### src/rtl/gtp_pkg.sv
`timescale 1ns / 1ps
// Shared types and constants for the greatest-ticks task picker.
// Depends on nothing; used by gtp_cell and greatest_ticks_task_picker.
package gtp_pkg;

    localparam int SLOT_W     = 4;
    localparam int PRIO_W     = 8;
    localparam int IN_TICK_W  = 8;
    localparam int OUT_TICK_W = 8;

    localparam logic [1:0] REQ_WRITE = 2'd0;
    localparam logic [1:0] REQ_FLAG  = 2'd1;
    localparam logic [1:0] REQ_SCHED = 2'd2;

    typedef struct packed {
        logic wr;
        logic flag;
        logic reload;
        logic run;
    } gtp_cell_ctl_t;

endpackage

### src/rtl/gtp_cell.sv
`timescale 1ns / 1ps
// One task slot of the picker chain: slot storage and one stage of the best-slot scan.
// Depends on gtp_pkg.
module gtp_cell import gtp_pkg::*; #(
    parameter int INDEX     = 0,
    parameter int IDX_W     = 4,
    parameter int TICK_BITS = 8
) (
    input  logic                 aclk,
    input  logic                 aresetn,
    input  gtp_cell_ctl_t        ctl,
    input  logic [PRIO_W-1:0]    wr_prio,
    input  logic [TICK_BITS-1:0] wr_ticks,
    input  logic                 in_valid,
    input  logic                 in_hit,
    input  logic [TICK_BITS-1:0] in_best,
    input  logic [IDX_W-1:0]     in_pick,
    input  logic [PRIO_W-1:0]    in_prio,
    output logic                 out_valid,
    output logic                 out_hit,
    output logic [TICK_BITS-1:0] out_best,
    output logic [IDX_W-1:0]     out_pick,
    output logic [PRIO_W-1:0]    out_prio
);

    logic                 run_reg;
    logic [PRIO_W-1:0]    prio_reg;
    logic [TICK_BITS-1:0] ticks_reg;
    logic                 valid_reg;
    logic                 hit_reg;
    logic [TICK_BITS-1:0] best_reg;
    logic [IDX_W-1:0]     pick_reg;
    logic [PRIO_W-1:0]    tok_prio_reg;
    logic                 take;

    assign take = run_reg && (ticks_reg > in_best);

    always_ff @(posedge aclk) begin
        if (!aresetn) begin
            run_reg   <= 1'b0;
            prio_reg  <= '0;
            ticks_reg <= '0;
            valid_reg <= 1'b0;
        end else begin
            valid_reg <= in_valid;
            if (ctl.wr) begin
                run_reg   <= ctl.run;
                prio_reg  <= wr_prio;
                ticks_reg <= wr_ticks;
            end else if (ctl.flag) begin
                run_reg <= ctl.run;
            end else if (ctl.reload && run_reg) begin
                ticks_reg <= TICK_BITS'(prio_reg);
            end
        end
    end

    always_ff @(posedge aclk) begin
        hit_reg      <= in_hit || take;
        best_reg     <= take ? ticks_reg : in_best;
        pick_reg     <= take ? IDX_W'(INDEX) : in_pick;
        tok_prio_reg <= take ? prio_reg : in_prio;
    end

    assign out_valid = valid_reg;
    assign out_hit   = hit_reg;
    assign out_best  = best_reg;
    assign out_pick  = pick_reg;
    assign out_prio  = tok_prio_reg;

endmodule

### src/rtl/greatest_ticks_task_picker.sv
`timescale 1ns / 1ps
// Top level of the greatest-ticks task picker: request sequencer, cell chain, result register.
// Depends on gtp_pkg and gtp_cell.
//
// Each input word on the s_ channel carries one request, its kind in s_tuser: write a whole
// task slot, change only a slot's runnable flag, or schedule. Every request returns exactly
// one word on the m_ channel with the current choice, its remaining ticks and the found and
// reloaded flags of a schedule.
// A write or flag change is answered in the cycle after it is taken. A schedule runs a scan
// token down the row of SLOTS cells, one cell per cycle; when no runnable slot has ticks left,
// the ticks are refilled from the priorities and the row scanned again. The length of the cell
// chain sets how long a schedule takes. One request is in work at a time. Writes and flag
// changes can be taken every cycle while the receiver keeps up; after a schedule the next word
// is taken only once the result is loaded. s_tready is high only between requests and while
// the result register is empty or being emptied, so a held result is never overwritten and
// holds off the next word.
// When the receiver stalls, the result word holds on m_tdata and a finished schedule waits
// for the register to free up.
// Reset clears every slot to not runnable with zero priority and ticks, and sets the choice
// to slot zero; no clearing pass is needed.
module greatest_ticks_task_picker import gtp_pkg::*; #(
    parameter int SLOTS     = 16,
    parameter int TICK_BITS = 8
) (
    input  logic        aclk,
    input  logic        aresetn,
    input  logic        s_tvalid,
    output logic        s_tready,
    // slot[3:0], runnable_in[4], priority_in[12:5], ticks_in[20:13], zero[23:21]
    input  logic [23:0] s_tdata,
    // req_type[1:0]
    input  logic [1:0]  s_tuser,
    output logic        m_tvalid,
    input  logic        m_tready,
    // chosen_slot[3:0], found[4], reloaded[5], chosen_ticks[13:6], zero[15:14]
    output logic [15:0] m_tdata
);

    localparam int IDX_W = $clog2(SLOTS);

    typedef enum logic [4:0] {
        ST_IDLE   = 5'b00001,
        ST_SCAN1  = 5'b00010,
        ST_RELOAD = 5'b00100,
        ST_SCAN2  = 5'b01000,
        ST_RESP   = 5'b10000
    } state_t;

    state_t state_reg, state_next;

    logic [SLOT_W-1:0]    in_slot;
    logic                 in_run;
    logic [PRIO_W-1:0]    in_prio;
    logic [TICK_BITS-1:0] in_ticks;
    logic                 accept;
    logic                 out_free;
    logic                 cur_hit;

    logic                 start_reg, start_next;
    logic [IDX_W-1:0]     choice_reg, choice_next;
    logic                 cur_run_reg, cur_run_next;
    logic [PRIO_W-1:0]    cur_prio_reg, cur_prio_next;
    logic [TICK_BITS-1:0] cur_ticks_reg, cur_ticks_next;
    logic                 res_found_reg, res_found_next;
    logic                 res_reloaded_reg, res_reloaded_next;
    logic                 m_valid_reg, m_valid_next;
    logic [15:0]          m_data_reg, m_data_next;
    logic                 load;

    logic                 ch_valid [SLOTS+1];
    logic                 ch_hit   [SLOTS+1];
    logic [TICK_BITS-1:0] ch_best  [SLOTS+1];
    logic [IDX_W-1:0]     ch_pick  [SLOTS+1];
    logic [PRIO_W-1:0]    ch_prio  [SLOTS+1];
    gtp_cell_ctl_t        cell_ctl [SLOTS];

    assign in_slot  = s_tdata[3:0];
    assign in_run   = s_tdata[4];
    assign in_prio  = s_tdata[12:5];
    assign in_ticks = TICK_BITS'(s_tdata[20:13]);

    assign out_free = !m_valid_reg || m_tready;
    assign s_tready = (state_reg == ST_IDLE) && out_free;
    assign accept   = s_tvalid && s_tready;
    assign cur_hit  = (32'(in_slot) == 32'(choice_reg));

    assign ch_valid[0] = start_reg;
    assign ch_hit[0]   = 1'b0;
    assign ch_best[0]  = '0;
    assign ch_pick[0]  = '0;
    assign ch_prio[0]  = '0;

    for (genvar i = 0; i < SLOTS; i++) begin : g_cell
        logic slot_hit;
        assign slot_hit = (32'(in_slot) == i);
        assign cell_ctl[i].wr     = accept && (s_tuser == REQ_WRITE) && slot_hit;
        assign cell_ctl[i].flag   = accept && (s_tuser == REQ_FLAG) && slot_hit;
        assign cell_ctl[i].reload = (state_reg == ST_RELOAD);
        assign cell_ctl[i].run    = in_run;

        gtp_cell #(
            .INDEX     (i),
            .IDX_W     (IDX_W),
            .TICK_BITS (TICK_BITS)
        ) u_cell (
            .aclk      (aclk),
            .aresetn   (aresetn),
            .ctl       (cell_ctl[i]),
            .wr_prio   (in_prio),
            .wr_ticks  (in_ticks),
            .in_valid  (ch_valid[i]),
            .in_hit    (ch_hit[i]),
            .in_best   (ch_best[i]),
            .in_pick   (ch_pick[i]),
            .in_prio   (ch_prio[i]),
            .out_valid (ch_valid[i+1]),
            .out_hit   (ch_hit[i+1]),
            .out_best  (ch_best[i+1]),
            .out_pick  (ch_pick[i+1]),
            .out_prio  (ch_prio[i+1])
        );
    end

    always_comb begin
        state_next        = state_reg;
        start_next        = 1'b0;
        choice_next       = choice_reg;
        cur_run_next      = cur_run_reg;
        cur_prio_next     = cur_prio_reg;
        cur_ticks_next    = cur_ticks_reg;
        res_found_next    = res_found_reg;
        res_reloaded_next = res_reloaded_reg;
        load              = 1'b0;

        unique case (state_reg)
            ST_IDLE: begin
                if (accept) begin
                    if (s_tuser == REQ_SCHED) begin
                        state_next        = ST_SCAN1;
                        start_next        = 1'b1;
                        res_found_next    = 1'b0;
                        res_reloaded_next = 1'b0;
                    end else begin
                        load = 1'b1;
                        if (s_tuser == REQ_WRITE && cur_hit) begin
                            cur_run_next   = in_run;
                            cur_prio_next  = in_prio;
                            cur_ticks_next = in_ticks;
                        end else if (s_tuser == REQ_FLAG && cur_hit) begin
                            cur_run_next = in_run;
                        end
                    end
                end
            end
            ST_SCAN1, ST_SCAN2: begin
                if (ch_valid[SLOTS]) begin
                    if (ch_hit[SLOTS]) begin
                        state_next     = ST_RESP;
                        res_found_next = 1'b1;
                        choice_next    = ch_pick[SLOTS];
                        cur_run_next   = 1'b1;
                        cur_prio_next  = ch_prio[SLOTS];
                        cur_ticks_next = ch_best[SLOTS];
                    end else if (state_reg == ST_SCAN1) begin
                        state_next = ST_RELOAD;
                    end else begin
                        state_next = ST_RESP;
                    end
                end
            end
            ST_RELOAD: begin
                state_next        = ST_SCAN2;
                start_next        = 1'b1;
                res_reloaded_next = 1'b1;
                if (cur_run_reg) begin
                    cur_ticks_next = TICK_BITS'(cur_prio_reg);
                end
            end
            ST_RESP: begin
                if (out_free) begin
                    load       = 1'b1;
                    state_next = ST_IDLE;
                end
            end
            default: state_next = ST_IDLE;
        endcase
    end

    always_comb begin
        m_data_next        = m_data_reg;
        if (load) begin
            m_data_next[3:0]  = SLOT_W'(choice_next);
            m_data_next[4]    = (state_reg == ST_RESP) && res_found_reg;
            m_data_next[5]    = (state_reg == ST_RESP) && res_reloaded_reg;
            m_data_next[13:6] = OUT_TICK_W'(cur_ticks_next);
            m_data_next[15:14] = 2'b00;
        end
        if (load) begin
            m_valid_next = 1'b1;
        end else if (m_tready) begin
            m_valid_next = 1'b0;
        end else begin
            m_valid_next = m_valid_reg;
        end
    end

    always_ff @(posedge aclk) begin
        if (!aresetn) begin
            state_reg        <= ST_IDLE;
            start_reg        <= 1'b0;
            choice_reg       <= '0;
            cur_run_reg      <= 1'b0;
            cur_prio_reg     <= '0;
            cur_ticks_reg    <= '0;
            res_found_reg    <= 1'b0;
            res_reloaded_reg <= 1'b0;
            m_valid_reg      <= 1'b0;
        end else begin
            state_reg        <= state_next;
            start_reg        <= start_next;
            choice_reg       <= choice_next;
            cur_run_reg      <= cur_run_next;
            cur_prio_reg     <= cur_prio_next;
            cur_ticks_reg    <= cur_ticks_next;
            res_found_reg    <= res_found_next;
            res_reloaded_reg <= res_reloaded_next;
            m_valid_reg      <= m_valid_next;
        end
    end

    always_ff @(posedge aclk) begin
        m_data_reg <= m_data_next;
    end

    assign m_tvalid = m_valid_reg;
    assign m_tdata  = m_data_reg;

`ifndef ASSERT_OFF
    a_token_only_in_scan: assert property (@(posedge aclk) disable iff (!aresetn)
        ch_valid[SLOTS] |-> (state_reg == ST_SCAN1 || state_reg == ST_SCAN2))
        else $error("scan token left the chain outside a scan");

    a_start_in_scan: assert property (@(posedge aclk) disable iff (!aresetn)
        start_reg |-> (state_reg == ST_SCAN1 || state_reg == ST_SCAN2))
        else $error("scan started outside a scan state");

    a_found_has_ticks: assert property (@(posedge aclk) disable iff (!aresetn)
        (state_reg == ST_RESP && res_found_reg) |-> (cur_ticks_reg != '0))
        else $error("schedule found a slot without remaining ticks");
`endif

endmodule

### config.mk
export PLATFORM = sky130hd
export DESIGN_NAME = greatest_ticks_task_picker
export DESIGN_NICKNAME = d
export VERILOG_FILES = /design/src/rtl/gtp_pkg.sv /design/src/rtl/gtp_cell.sv /design/src/rtl/greatest_ticks_task_picker.sv
export SDC_FILE = /design/constraint.sdc
export NUM_CORES = 1
export LEC_CHECK = 0
export BUFFER_PORTS_ARGS = -buffer_cell sky130_fd_sc_hd__buf_4
export CAP_MARGIN = 20
export CORE_ASPECT_RATIO = 1.2
export CORE_UTILIZATION = 40
export DETAILED_ROUTE_END_ITERATION = 10
export PLACE_DENSITY_LB_ADDON = 0.3
export RECOVER_POWER = 100
export SYNTH_ARGS = -nofsm -noshare
export SYNTH_HDL_FRONTEND = slang
export SYNTH_SLANG_ARGS = --single-unit
### constraint.sdc
create_clock -name aclk -period 7.2 [get_ports aclk]
set_input_delay 1.44 -clock aclk [delete_from_list [all_inputs] [get_ports aclk]]
set_output_delay 1.44 -clock aclk [all_outputs]
set_load 0.05 [all_outputs]
==> flow_metrics.env <==
export IMPL_dp_cells=3343
export IMPL_ys_seq_elements=653
export IMPL_end_kind="flop"
export IMPL_start_util_pct=40.69
export IMPL_cts_sinks=653
export IMPL_clockBufferDepth=3
export IMPL_netlist_top_cell_by_area="dfxtp_1"
export IMPL_hold_start="g_cell[13].u_cell.out_pick[1]"
export IMPL_root_buffer="clkbuf_16"
export IMPL_dr_pass1_iters=6
export IMPL_min_path_cells=1
export IMPL_cp_required_ns=7.67
export IMPL_max_slew_worst_pin_slew_ns=1.991
export IMPL_clock_fmax_mhz=210.5
export IMPL_fin_crit_ns=4.751
export IMPL_nFillCells=6048
export IMPL_yosys_warnings=0
export IMPL_rsz0062_at_grt="no"
export IMPL_hold_ws_ns=0.4115
export IMPL_nNetsFinal=2738
export IMPL_final_util_pct=45.18
export IMPL_tns_ns=0
export IMPL_yosysUniqueCellTypes=56
export IMPL_dp_slack_ns=3.263
export IMPL_routed_wl_um=66510
export IMPL_clock_skew_ns=0.01751
export IMPL_h_tree_depth=3
export IMPL_wl_per_cell_um=19.16
export IMPL_hold_path_end="g_cell[14].u_cell.out_pick[1]"
export IMPL_syn_inst=2618
export IMPL_r2r_cells=5
export IMPL_power_density_mw_per_mm2=256.4
export IMPL_io_buffers=42
export IMPL_final_max_slew_violation_count=198
export IMPL_dieWidth_um=236.4
export IMPL_syn_avg_cell_area_um2=10.08
export IMPL_grt_max_degree=185
export IMPL_maxSlewHeadroom_pct=-32.73
export IMPL_drive_gt1_share_pct=14.74
export IMPL_hold_viol=0
export IMPL_core_area_mm2=0.06483
export IMPL_ant_nets=0
export IMPL_synthTopCellsByCount="dfxtp_1 (639), nand2_1 (314), mux2_2 (244)"
export IMPL_finalSetupViolations=0
export IMPL_async_reset_ff_share_pct=0
export IMPL_grt_first_pass_wirelength_um=103600
export IMPL_clk_insertion_delay_late_ns=0.61
export IMPL_antenna_found_initial=0
export IMPL_synth_top_area_share_pct=48.49
export IMPL_status="complete, but fails checks"
export IMPL_synth_edff_count=14
export IMPL_area_delta_synth_final_pct=11.01
export IMPL_synth_most_common_cell="dfxtp_1"
export IMPL_instances_no_fill=3471
export IMPL_power_leakage_uw=0.01223
export IMPL_vdd_drop_max_mv=0.1554
export IMPL_ios=48
export IMPL_cts_made_buffers=66
export IMPL_cts_setup_buffers=0
export IMPL_grt_pass1_vias=18457
export IMPL_cp_max_fo=155
export IMPL_cts_tree="yes"
export IMPL_rows=102
export IMPL_cts_resized_gates=0
export IMPL_grtUsageTotal_pct=19.77
export IMPL_overflow=0
export IMPL_period_share_pct=65.98
export IMPL_drtIter0Drc=1197
export IMPL_startpoint_type="primary input"
export IMPL_hold_class="reg2reg"
export IMPL_route_vias_total=18451
export IMPL_r2r_end="m_tdata[8]"
export IMPL_violations="max-capacitance violations, max-slew violations"
export IMPL_critical_path_class="in2reg"
export IMPL_reg2reg_from="state_reg[1]"
export IMPL_ys_seq_area_share_pct=50.08
export IMPL_die_area_mm2=0.06699
export IMPL_yosys_top_cells_area="dfxtp_1 (48%), mux2_2 (10%), mux2i_1 (6.1%), ha_1 (5.7%), nand2_1 (4.5%)"
export IMPL_hpwl_um=44760
export IMPL_die_height_um=283.3
export IMPL_worst_slack_ns=2.449
export IMPL_drc_errors=0
export IMPL_syn_area_mm2=0.02638
export IMPL_cts_clk_slew_worst_paths_ns=0.06
export IMPL_vias_per_cell=5.316
export IMPL_rrSetupSlack_ns=3.92
export IMPL_cap_viol_max_count=5
export IMPL_ctsHoldBuffers=0
export IMPL_arrival_ns=5.23
export IMPL_gp_congestion=0.8651
export IMPL_antennaDiodeCount=0
export IMPL_synthFlopType="dfxtp_1"
[layer usage]
metal  up-vias  global-route usage [%]  part of all wire, %
li1       8996                       -                    -
met1      8899                   22.81                   40
met2       414                   35.81                   52
met3       142                   2.816                  4.8
met4         0                   9.010                  3.6
met5         -                       0                    0
[report_power, final]
part | leakage, uW | switching, uW | total, uW | internal, uW
Sequential | 0.00528 | 25.3 | 3680 | 3660
Combinational | 0.00585 | 247 | 321 | 73.8
Clock | 0.00109 | 1440 | 3500 | 2060
Total | 0.0122 | 1710 | 7510 | 5800
[cells by family (layout without fill, tap and decap cells)]
family	count (synthesis)	after routing	synth area share, %
flip-flops	653	653	50.08
other	1	2	0.01421
multiplexers	405	405	16.52
AND/OR/NAND/NOR	718	718	12.56
adder cells (fa/ha/maj)	120	120	5.691
AO/OA/AOI/OAI	427	427	10.56
XOR/XNOR	5	5	0.1660
buffers and inverters	289	309	4.406
[how the worst max path moves through the flow]
stage,start,end,slack [ns],depth (start not counted)
detailed placement,m_tready,g_cell[8].u_cell.prio_reg[5],3.26,6
CTS,m_tready,s_tready,3.61,5
global route,aresetn,g_cell[9].u_cell.ticks_reg[5],1.96,5
floorplan,m_tready,s_tready,3.47,3
global placement,m_tready,g_cell[8].u_cell.prio_reg[4],3.30,6
finish,aresetn,g_cell[9].u_cell.ticks_reg[5],2.45,5
[metrics by stage]
| stage | total power (uW) | instance area [um^2] |
|---|---|---|
| final | 7508 | 29290 |
| after global routing | 7749 | 29290 |
| after CTS | 7584 | 29380 |
| after detailed placement | 4091 | 27170 |
| after global placement | 4083 | 27160 |
| after floorplan | 3971 | 26390 |
[area by class of cell]
class                      count  area (um^2)  area share [%]
timing repair buffer          62        379.1           1.294
multi-input combinational   1677        11960           40.83
tap                          832         1041           3.554
sequential                   653        13210           45.11
clock buffer                  88         1844           6.297
inverter                     128        488.0           1.666
clock inverter                31        365.4           1.247
[critical path: stages]
cell and delay [ns]:
clkbuf_1 1.36, inv_8 0.27, buf_16 0.39, clkbuf_2 1.08, a211oi_1 0.55
[cell usage in the layout (no fill, tap or decap), drive strengths merged, types with 23 or more instances in the layout]
master	instances
inv	133
ha	120
nand2	314
mux2i	161
a211oi	128
o21ai	24
dfxtp	639
nand3	35
a21oi	192
buf	33
nand2b	46
nand4	27
clkbuf	117
and2	68
nor2b	23
mux2	244
nor3	28
nor2	149
Note: power is estimated with default switching activity, not from simulation.
